<file path="src/hdl/cfc_pkg.sv">
// ----------------------------------------------------------------------------
// cfc_pkg
// Types, constants and the header byte table of the control frame composer.
// ----------------------------------------------------------------------------
`default_nettype none

package cfc_pkg;

	localparam logic [4:0]  HDR_LEN     = 5'd15;
	localparam logic [15:0] LEN_OFFSET  = 16'h0010;
	localparam logic [7:0]  SYNC_D      = 8'h44;
	localparam logic [7:0]  SYNC_S      = 8'h53;
	localparam logic [7:0]  RSVD_BYTE   = 8'h00;

	// Byte positions within the header
	typedef enum logic [3:0] {
		HDR_SYNC0    = 4'd0,
		HDR_SYNC1    = 4'd1,
		HDR_SYNC2    = 4'd2,
		HDR_SYNC3    = 4'd3,
		HDR_INFO     = 4'd4,
		HDR_LEN_HI   = 4'd5,
		HDR_LEN_LO   = 4'd6,
		HDR_SRC_HI   = 4'd7,
		HDR_SRC_LO   = 4'd8,
		HDR_DST_HI   = 4'd9,
		HDR_DST_LO   = 4'd10,
		HDR_RSVD0    = 4'd11,
		HDR_RSVD1    = 4'd12,
		HDR_RSVD2    = 4'd13,
		HDR_RSVD3    = 4'd14
	} cfc_hdr_pos_t;

	// One byte offered to the output register
	typedef struct packed {
		logic       vld;
		logic [7:0] data;
		logic       fin;
	} cfc_beat_t;

	function automatic logic [7:0] hdr_byte(
		input logic [3:0]  idx,
		input logic [7:0]  info,
		input logic [15:0] flen,
		input logic [15:0] sid,
		input logic [15:0] did
	);
		logic [7:0] b;
		case (idx)
			HDR_SYNC0:  b = SYNC_D;
			HDR_SYNC1:  b = SYNC_S;
			HDR_SYNC2:  b = SYNC_D;
			HDR_SYNC3:  b = SYNC_S;
			HDR_INFO:   b = info;
			HDR_LEN_HI: b = flen[15:8];
			HDR_LEN_LO: b = flen[7:0];
			HDR_SRC_HI: b = sid[15:8];
			HDR_SRC_LO: b = sid[7:0];
			HDR_DST_HI: b = did[15:8];
			HDR_DST_LO: b = did[7:0];
			default:    b = RSVD_BYTE;
		endcase
		return b;
	endfunction

endpackage

`default_nettype wire

</file>
<file path="src/hdl/cfc_sequencer.sv">
// ----------------------------------------------------------------------------
// cfc_sequencer
// Input item register, result index counter and frame state; picks the
// byte for the current result and keeps the running checksum.
// ----------------------------------------------------------------------------
`default_nettype none

module cfc_sequencer (
	input  wire logic             clk,
	input  wire logic             arst_n,
	input  wire logic             item_valid,
	output logic                  item_stall,
	input  wire logic             first_item,
	input  wire logic             last_item,
	input  wire logic             has_payload,
	input  wire logic [7:0]       payload_byte,
	input  wire logic [3:0]       message_kind,
	input  wire logic [2:0]       content_kind,
	input  wire logic [1:0]       device_kind,
	input  wire logic [15:0]      source_id,
	input  wire logic [15:0]      dest_id,
	input  wire logic [15:0]      payload_length,
	input  wire logic             out_free,
	output cfc_pkg::cfc_beat_t    beat
);
	import cfc_pkg::*;

	logic        vld_s1;
	logic        first_s1;
	logic        last_s1;
	logic        has_s1;
	logic [7:0]  pbyte_s1;
	logic [7:0]  info_s1;
	logic [15:0] flen_s1;
	logic [15:0] sid_s1;
	logic [15:0] did_s1;

	logic [4:0]  pos_q;
	logic        inside_q;
	logic [7:0]  sum_q;

	logic        open_frame;
	logic        en_pay;
	logic        en_ck;
	logic [4:0]  hdr_cnt;
	logic [4:0]  res_cnt;
	logic [4:0]  post_idx;
	logic        in_hdr;
	logic        is_ck;
	logic [7:0]  sum_base;
	logic [7:0]  byte_val;
	logic        emit;
	logic        done;
	logic        load;

	always_comb begin
		open_frame = first_s1 | inside_q;
		en_pay     = has_s1 & open_frame;
		en_ck      = last_s1 & open_frame;
		hdr_cnt    = first_s1 ? HDR_LEN : 5'd0;
		res_cnt    = hdr_cnt + {4'd0, en_pay} + {4'd0, en_ck};
		post_idx   = pos_q - hdr_cnt;
		in_hdr     = first_s1 && (pos_q < HDR_LEN);
		is_ck      = !in_hdr && !((post_idx == 5'd0) && en_pay);
		// a new frame restarts the sum at its first header byte
		sum_base   = (first_s1 && (pos_q == 5'd0)) ? 8'd0 : sum_q;
		if (in_hdr) begin
			byte_val = hdr_byte(pos_q[3:0], info_s1, flen_s1, sid_s1, did_s1);
		end else if (is_ck) begin
			byte_val = sum_q;
		end else begin
			byte_val = pbyte_s1;
		end
		emit       = vld_s1 && (res_cnt != 5'd0) && out_free;
		done       = vld_s1 && ((res_cnt == 5'd0) ||
			(out_free && (pos_q == res_cnt - 5'd1)));
		item_stall = vld_s1 && !done;
		load       = item_valid && !item_stall;
	end

	assign beat = '{vld: emit, data: byte_val, fin: is_ck};

	always_ff @(posedge clk or negedge arst_n) begin
		if (!arst_n) begin
			vld_s1   <= 1'b0;
			pos_q    <= 5'd0;
			inside_q <= 1'b0;
			sum_q    <= 8'd0;
		end else begin
			if (load) begin
				vld_s1 <= 1'b1;
			end else if (done) begin
				vld_s1 <= 1'b0;
			end

			if (load || done) begin
				pos_q <= 5'd0;
			end else if (emit) begin
				pos_q <= pos_q + 5'd1;
			end

			if (done && en_ck) begin
				sum_q <= 8'd0;
			end else if (emit && !is_ck) begin
				sum_q <= sum_base + byte_val;
			end

			if (done) begin
				if (en_ck) begin
					inside_q <= 1'b0;
				end else if (first_s1) begin
					inside_q <= 1'b1;
				end
			end
		end
	end

	// Item payload: no reset needed
	always_ff @(posedge clk) begin
		if (load) begin
			first_s1 <= first_item;
			last_s1  <= last_item;
			has_s1   <= has_payload;
			pbyte_s1 <= payload_byte;
			info_s1  <= {message_kind[3:1], content_kind, device_kind};
			flen_s1  <= payload_length + LEN_OFFSET;
			sid_s1   <= source_id;
			did_s1   <= dest_id;
		end
	end

endmodule

`default_nettype wire

</file>
<file path="src/hdl/cfc_out_reg.sv">
// ----------------------------------------------------------------------------
// cfc_out_reg
// Output register of the composer; holds a byte while the sink stalls.
// ----------------------------------------------------------------------------
`default_nettype none

module cfc_out_reg (
	input  wire logic             clk,
	input  wire logic             arst_n,
	input  wire cfc_pkg::cfc_beat_t beat,
	output logic                  out_free,
	output logic                  out_valid,
	input  wire logic             out_stall,
	output logic [7:0]            out_byte,
	output logic                  frame_end
);
	import cfc_pkg::*;

	logic       vld_q;
	logic [7:0] data_q;
	logic       fin_q;

	assign out_free  = !vld_q || !out_stall;
	assign out_valid = vld_q;
	assign out_byte  = data_q;
	assign frame_end = fin_q;

	always_ff @(posedge clk or negedge arst_n) begin
		if (!arst_n) begin
			vld_q <= 1'b0;
		end else if (out_free) begin
			vld_q <= beat.vld;
		end
	end

	always_ff @(posedge clk) begin
		if (out_free && beat.vld) begin
			data_q <= beat.data;
			fin_q  <= beat.fin;
		end
	end

endmodule

`default_nettype wire

</file>
<file path="src/hdl/control_frame_composer.sv">
// ----------------------------------------------------------------------------
// control_frame_composer
// Builds framed control messages: header, payload bytes, checksum.
// ----------------------------------------------------------------------------
// One input transaction yields up to 17 output bytes, one per cycle while
// out_stall is low: a 15-byte header ("DSDS", info, length, source,
// destination, four reserved zeros) when first_item is set, the payload
// byte when has_payload is set, and the additive checksum with frame_end
// when last_item is set. in_stall holds an item until the single output
// byte register has taken its last output byte, so plain payload items
// stream at one byte per clock while out_stall is low, and a header holds
// in_stall for its item. Each item is first captured in the sequencer's
// item register; its first output byte then goes into the output register
// once that is free. Items outside an open frame are dropped without output.
// ----------------------------------------------------------------------------
`default_nettype none

module control_frame_composer (
	input  wire logic        clk,
	input  wire logic        arst_n,
	input  wire logic        in_valid,
	output logic             in_stall,
	input  wire logic        first_item,
	input  wire logic        last_item,
	input  wire logic        has_payload,
	input  wire logic [7:0]  payload_byte,
	input  wire logic [3:0]  message_kind,
	input  wire logic [2:0]  content_kind,
	input  wire logic [1:0]  device_kind,
	input  wire logic [15:0] source_id,
	input  wire logic [15:0] dest_id,
	input  wire logic [15:0] payload_length,
	output logic             out_valid,
	input  wire logic        out_stall,
	output logic [7:0]       out_byte,
	output logic             frame_end
);
	import cfc_pkg::*;

	cfc_beat_t beat;
	logic      out_free;

	cfc_sequencer u_seq (
		.clk            (clk),
		.arst_n         (arst_n),
		.item_valid     (in_valid),
		.item_stall     (in_stall),
		.first_item     (first_item),
		.last_item      (last_item),
		.has_payload    (has_payload),
		.payload_byte   (payload_byte),
		.message_kind   (message_kind),
		.content_kind   (content_kind),
		.device_kind    (device_kind),
		.source_id      (source_id),
		.dest_id        (dest_id),
		.payload_length (payload_length),
		.out_free       (out_free),
		.beat           (beat)
	);

	cfc_out_reg u_out (
		.clk       (clk),
		.arst_n    (arst_n),
		.beat      (beat),
		.out_free  (out_free),
		.out_valid (out_valid),
		.out_stall (out_stall),
		.out_byte  (out_byte),
		.frame_end (frame_end)
	);

endmodule

`default_nettype wire

</file>
<file path="config.mk">
export PLATFORM = sky130hd
export DESIGN_NAME = control_frame_composer
export DESIGN_NICKNAME = d
export VERILOG_FILES = /design/src/hdl/cfc_pkg.sv /design/src/hdl/cfc_sequencer.sv /design/src/hdl/cfc_out_reg.sv /design/src/hdl/control_frame_composer.sv
export SDC_FILE = /design/constraint.sdc
export NUM_CORES = 1
export LEC_CHECK = 0
export BUFFER_PORTS_ARGS = -buffer_cell sky130_fd_sc_hd__buf_2
export CAP_MARGIN = 30
export CORE_AREA = 2 2 94 96
export DETAILED_ROUTE_END_ITERATION = 12
export DIE_AREA = 0 0 96 98
export GPL_ROUTABILITY_DRIVEN = 0
export HOLD_SLACK_MARGIN = 0.08
export PLACE_DENSITY = 0.8
export SLEW_MARGIN = 40
export SYNTH_ARGS = -nofsm -noshare
export SYNTH_HDL_FRONTEND = slang
export SYNTH_SLANG_ARGS = --single-unit
export TNS_END_PERCENT = 20
</file>
<file path="constraint.sdc">
create_clock -name clk -period 7.98 [get_ports clk]
set_input_delay 1.197 -clock clk [delete_from_list [all_inputs] [get_ports clk]]
set_output_delay 1.197 -clock clk [all_outputs]
set_load 0.02 [all_outputs]
</file>
== After elaboration in Yosys (flattened, before gate mapping) ==
Cells that the tools add are included.

* Logic and storage cells: 85
* Register bits after elaboration: 92
* Output and inout port bits: 11

* Reductions and logical operators: 35
* Add/sub/neg operators: 7
* Bitwise logic cells: 3
* Equal/unequal tests: 11
* Mux-type cells: 13
* $lt $le $gt $ge: 1

{| class="wikitable"
|+ Operators with widths
! kind !! number
|-
| $pmux 8 s9 || 1
|-
| $mux 8 || 5
|-
| $add 16x5->16 const B || 1
|-
| $eq 4x3->1 const B || 4
|-
| $logic_not 5->1 || 3
|-
| $logic_and 1x1->1 || 13
|-
| $eq 4x4->1 const B || 3
|-
| $add 5x1->5 || 2
|-
| $mux 5 || 2
|-
| $add 8x8->8 || 1
|-
| $eq 4x2->1 const B || 2
|-
| $reduce_bool 2->1 || 4
|-
| $logic_not 1->1 || 7
|-
| $add 5x1->5 const B || 1
|-
| $eq 5x5->1 || 1
|-
| $lt 5x4->1 const B || 1
|-
| $reduce_bool 5->1 || 1
|-
| $sub 5x1->5 const B || 1
|-
| $sub 5x5->5 || 1
|-
| $eq 4x1->1 const B || 1
|-
| $logic_not 4->1 || 1
|-
| $mux 1 || 4
|-
| $mux 4 || 1
|-
| $reduce_or 2->1 || 2
|-
| other kinds (4) || 7
|}

== Longest topological paths before layout ==
* Depth in word-level cells: 15
* Gate-level depth with buffers: 18
* Mapped depth without buffers: 16

== Cells and area by module ==
Synthesis repeated with hierarchy kept, for this count alone.

* Cells, all modules: 355
* Area, all modules: 4624.4 um^2

{| class="wikitable"
|+ By module, submodules not included
! module !! cells each !! sequential area each (um^2) !! area an instance (um^2) !! instances
|-
| cfc_sequencer || 342 || 2387.3 || 4306.6 || 1
|-
| cfc_out_reg || 13 || 295.3 || 317.8 || 1
|}

== Least setup slack after synthesis ==
OpenSTA, ideal clock, no wires.

* Path kind: reg2reg
* Start point: register u_seq.first_s1
* End point: register u_seq.did_s1[0], enable pin
* Library setup time: 0.493 ns
* Slack: 1.964 ns
* Cell stages (with the launch flop): 11
* Clock period less this slack: 6.016 ns
* Data arrival time: 5.523 ns
* Cell sequence: edfxtp_1 > o21ai_0 > inv_1 > fa_1 > ha_1 > ha_1 > xnor2_1 > xnor2_1 > nor3_1 > nor2_1 > nor2_1

* Longest elaborated chain between the ends: 13

{| class="wikitable"
|+ Ends and longest elaborated chain
! item !! line !! source
|-
| from (decl) || cfc_sequencer.sv:29 || <nowiki>logic first_s1;</nowiki>
|-
| from (signal assigned) || cfc_sequencer.sv:121 || <nowiki>first_s1 <= first_item;</nowiki>
|-
| $or 1x1->1 || cfc_sequencer.sv:57 || <nowiki>open_frame = first_s1 | inside_q;</nowiki>
|-
| $and 1x1->1 || cfc_sequencer.sv:58 || <nowiki>en_pay = has_s1 & open_frame;</nowiki>
|-
| $add 5x1->5 || cfc_sequencer.sv:61 || <nowiki>res_cnt = hdr_cnt + {4'd0, en_pay} + {4'd0, en_ck};</nowiki>
|-
| $add 5x1->5 (*) || cfc_sequencer.sv:61 ||
|-
| $sub 5x1->5 || cfc_sequencer.sv:76 || <nowiki>(out_free && (pos_q == res_cnt - 5'd1)));</nowiki>
|-
| $eq 5x5->1 || cfc_sequencer.sv:76 ||
|-
| $logic_and 1x1->1 || cfc_sequencer.sv:76 ||
|-
| $logic_or 1x1->1 (*) || cfc_sequencer.sv:75 || <nowiki>done = vld_s1 && ((res_cnt == 5'd0) ||</nowiki>
|-
| $logic_and 1x1->1 (*) || cfc_sequencer.sv:75 ||
|-
| $logic_not 1->1 (*) || cfc_sequencer.sv:77 || <nowiki>item_stall = vld_s1 && !done;</nowiki>
|-
| $logic_and 1x1->1 (*) || cfc_sequencer.sv:77 ||
|-
| net in_stall || control_frame_composer.sv:22 || <nowiki>output logic in_stall,</nowiki>
|-
| $logic_not 1->1 (*) || cfc_sequencer.sv:78 || <nowiki>load = item_valid && !item_stall;</nowiki>
|-
| $logic_and 1x1->1 (*) || cfc_sequencer.sv:78 ||
|-
| net u_seq.load || cfc_sequencer.sv:54 || <nowiki>logic load;</nowiki>
|-
| to (signal assigned) || cfc_sequencer.sv:128 || <nowiki>did_s1 <= dest_id;</nowiki>
|-
| to (decl) || cfc_sequencer.sv:36 || <nowiki>logic [15:0] did_s1;</nowiki>
|}

The timed path passes the listed nets; every way through them passes the cells marked *.
A chain may end at the register's enable or synchronous reset.

== Worst setup path after layout ==
* Start point: register u_seq.first_s1
* End point: output port in_stall

* Longest elaborated chain between the ends: 11

{| class="wikitable"
|+ Ends and longest elaborated chain
! item !! line
|-
| $or 1x1->1 || cfc_sequencer.sv:57
|-
| $and 1x1->1 || cfc_sequencer.sv:58
|-
| $add 5x1->5 || cfc_sequencer.sv:61
|-
| $add 5x1->5 (*) || cfc_sequencer.sv:61
|-
| $sub 5x1->5 || cfc_sequencer.sv:76
|-
| $eq 5x5->1 || cfc_sequencer.sv:76
|-
| $logic_and 1x1->1 || cfc_sequencer.sv:76
|-
| $logic_or 1x1->1 (*) || cfc_sequencer.sv:75
|-
| $logic_and 1x1->1 (*) || cfc_sequencer.sv:75
|-
| $logic_not 1->1 (*) || cfc_sequencer.sv:77
|-
| $logic_and 1x1->1 (*) || cfc_sequencer.sv:77
|-
| to (decl) || control_frame_composer.sv:22
|}

Every way passes the cells marked *; elsewhere a longest branch is shown, timed or not.

==> summary.md <==
| Metric | Value |
|---|---|
| Via density | 5.65 |
| Post-CTS setup repair buffer count | 0 |
| Mapped Cells | 354 |
| Register clock-pin slew on the reported worst setup and hold paths | 0.10 ns |
| # rows | 34 |
| Area leader, netlist | edfxtp_1 |
| Layout cells sized above 1 | 0.250 |
| Cell count of the worst reg-to-reg path | 16 |
| Unrepaired setup endpoints after global routing | no |
| Filler cells | 662 |
| Hold path startpoint | u_seq.inside_q |
| Critical path startpoint category | flip-flop |
| Pin count of the biggest net entering global routing | 62 |
| Fraction of registers with async set/reset | 0.174 |
| Run status | completed |
| Count of final hold-check violations | 0 |
| Flop pwr share | 0.388 |
| Final period utilization | 0.589 |
| Iteration-0 DRC Markers | 204 |
| Via count | 3,094 |
| Area grow syn2layout | 15.8% |
| Setup-failing EPs final | 0 |
| Top cell type's share of synthesized area | 0.501 |
| Crit. End Element | output pin |
| Clock root cell | clkbuf_8 |
| Worst r2r src | u_seq.first_s1 |
| Peak VDD IR | 0.000168 V |
| CTS Buf Count | 9 |
| Total GRT Usage | 0.207 |
| Die area | 9410 sq um |
| Clk sinks | 92 |
| DR pass1 iterations | 5 |
| Max Cap Violations | 0 |
| CP Buf/Inv Count | 2 |
| Antenna viol nets, final | 0 |
| First-pass GRT wire length | 14.8 mm |
| Post-cts resize count | 0 |
| Htree depth | 3 |
| Distinct cells, synth | 52 |
| PwrDens | 400 nW/um^2 |
| Nets | 533 |
| Clock share of power | 0.154 |
| Max clock buf depth | 2 |
| Slowest CP cell | fa_1 |
| Number of global-route vias before repair | 3,128 |
| Final setup TNS | 0 ns |
| Min Tclk post-route | 4.70 ns |
| Top Family by Delay on Critical Path | adder cells |
| Psw | 0.870 mW |
| Sw frac | 0.412 |
| Combinational group share of total power | 0.458 |
| Fin. max-slew vios | 0 |
| Starting Density | 0.538 |
| Most common library cells after synthesis | edfxtp_1, nor2_1, ha_1, xnor2_1 |
| Post-synth EDFFs | 76 |
| Hold Path Class | reg2reg |
| Sequential area share after synthesis | 0.589 |
| Min-Delay Path Depth | 2 |
| Cells taking the most area after synthesis | edfxtp_1, dfrtp_1, ha_1 |
| Post-route DRC | 0 |
| Slew of the pin with the lowest slew margin | 0.749 ns |
| R2r setup slk | 3.61 ns |
| Critical path class | reg2out |
| Die W | 96 um |
| Worst-path cell chain | o21ai_0 -> inv_1 -> fa_1 -> ha_1 -> ha_1 -> xnor2_1 -> xnor2_1 -> nor3_1 -> nor2_1 -> buf_2 |
| Top_reg_cell synth | edfxtp_1 |
| Achievable frequency | 0.213 GHz |
| Gr ovfl total | 0 |
| Hpwl dp | 6.38 mm |
| Core area | 8470 sq um |
| Die height | 98 um |
| Crit Path Max Fanout | 8 |
| Rel. slew slack | 0.496 |
| Reg2reg end | u_seq.sum_q[6] |
| Syn_nets | 452 |
| Min-Delay Endpoint | u_seq.inside_q |
| Routed wire length | 9.09 mm |
| Initial antenna violation count | 0 |
| CTS tree | built |
| Lkg Pwr | 2.06 nW |
| Crit path depth | 10 |
| Input/output buffers | 81 |
| Avg Synthesized Cell Area | 12.9 sq um |
| Worst-skew pair later-pin latency | 0.38 ns |
| Synthesized area | 4550 sq um |
| Largest stage delay, worst path | 0.55 ns |
| WL/cell | 16.6 um |
| I/O Pins | 83 |
| Inserted Diodes | 0 |
| CP Data Arrival Time | 3.50 ns |
| Worst setup path startpoint | u_seq.first_s1 |
| Final Util | 0.623 |
| Count of synthesis-stage warnings from yosys | 0 |
| Count leader, synth | edfxtp_1 |
| P_int | 1.24 mW |
| Yosys reg bits | 92 |
| Hold_buf cts | 0 |
| WP data required | 6.78 ns |
| Clock skew | 0.0132 ns |
==> worst max path at each step <==
stage	endpoint
after floorplan	u_seq.did_s1[0]
after global placement	in_stall
after detailed placement	u_seq.sum_q[6]
after CTS	in_stall
after global routing	in_stall
final	in_stall
==> cells in the final DEF, fill, tap and decap left out, types with 3 or more instances in the layout <==
cell type  synthesis  layout
fa_1               4       4
mux2i_1           14      14
o22ai_1            7       7
a21o_1             3       3
o21ai_0           11      11
and2_1             7       7
nand3_1           13      13
a21oi_1           13      13
xnor2_1           17      17
xor2_1             6       6
nor2_1            26      25
a222oi_1           4       4
o21ai_1            3       3
dfrtp_1           16      16
inv_1             16      16
edfxtp_1          76      76
buf_2              2      81
a22oi_1            9       9
clkinv_8           0       3
nor2b_1            6       5
ha_1              22      22
nand2_1           12      12
clkbuf_8           0       9
nor3_1             8       8
a22o_1            13      13
nand4_1            6       6
==> sequential cells by signal, indices dropped and copies added, names as in the netlist <==
| signal | cells |
|---|---|
| u_out.out_byte | 8 |
| u_seq.sid_s1 | 16 |
| u_out.out_valid | 1 |
| u_seq.flen_s1 | 16 |
| u_seq.did_s1 | 16 |
| u_seq.has_s1 | 1 |
| u_out.frame_end | 1 |
| u_seq.pbyte_s1 | 8 |
| u_seq.info_s1 | 8 |
| u_seq.pos_q | 5 |
| u_seq.vld_s1 | 1 |
| u_seq.first_s1 | 1 |
| u_seq.last_s1 | 1 |
| u_seq.sum_q | 8 |
| u_seq.inside_q | 1 |
==> metal layers <==
metal  GRT usage  part of all wire  vias up
met3      0.0409             0.052       16
li1            -                 -     1499
met5           0                 0        -
met1       0.281              0.44     1485
met2       0.321              0.49       94
met4      0.0945             0.022        0
==> cell families after synthesis <==
| logic type | after synthesis | synth area share |
|---|---|---|
| adders and majority gates | 26 | 0.0781 |
| xor gates and xnor gates | 23 | 0.0443 |
| and+or+nand+nor | 89 | 0.100 |
| DFF | 92 | 0.589 |
| muxes | 14 | 0.0308 |
| buffers and inverters | 28 | 0.0253 |
| AOI/OAI and AO/OA | 82 | 0.132 |
==> power groups by stage <==
| stage | clock network [mW] | logic [mW] | registers (mW) |
|---|---|---|---|
| finish | 0.325 | 0.966 | 0.820 |
| global route | 0.352 | 1.07 | 0.837 |
| CTS | 0.329 | 0.967 | 0.821 |
| floorplan | 0 | 0.712 | 0.850 |
| global placement | 0 | 0.924 | 0.821 |
| detailed placement | 0 | 0.957 | 0.831 |
==> worst reg2reg max path, stage by stage (launching register included) <==
cell      delay [ns]
edfxtp_1        0.54
inv_1           0.28
ha_1            0.34
o31ai_1         0.28
o31ai_2         0.15
a211oi_4        0.58
mux2i_1         0.29
o22ai_1         0.14
ha_1            0.25
fa_1            0.41
a21o_1          0.19
a21oi_1         0.22
o21bai_1        0.10
a21oi_1         0.17
xnor2_1         0.08
mux2i_1         0.16
nor2_1          0.05
==> stage by stage <==
stage          instances  setup WS (ns)  instance area [sq um]  hold WS (ns)  power, mW
3_5_place_dp         532           3.63                   5050         0.523       1.79
6_report             548           3.28                   5270         0.555       2.11
5_1_grt              548           3.10                   5270         0.596       2.26
3_3_place_gp         532           3.78                   5050         0.515       1.75
2_1_floorplan        354           1.96                   4550         0.495       1.56
4_1_cts              548           3.26                   5270         0.552       2.12
==> layout make-up <==
class,instances,area (sq um),share of cell area
inverters,16,60.1,0.0114
clock buffers,9,124,0.0235
well taps,108,135,0.0256
repair buffers,82,413,0.0783
clock inverters,7,91.3,0.0173
flip-flops and latches,92,2680,0.509
multi-input cells,234,1760,0.335
No activity file was read; power rests on OpenSTA's default activity.
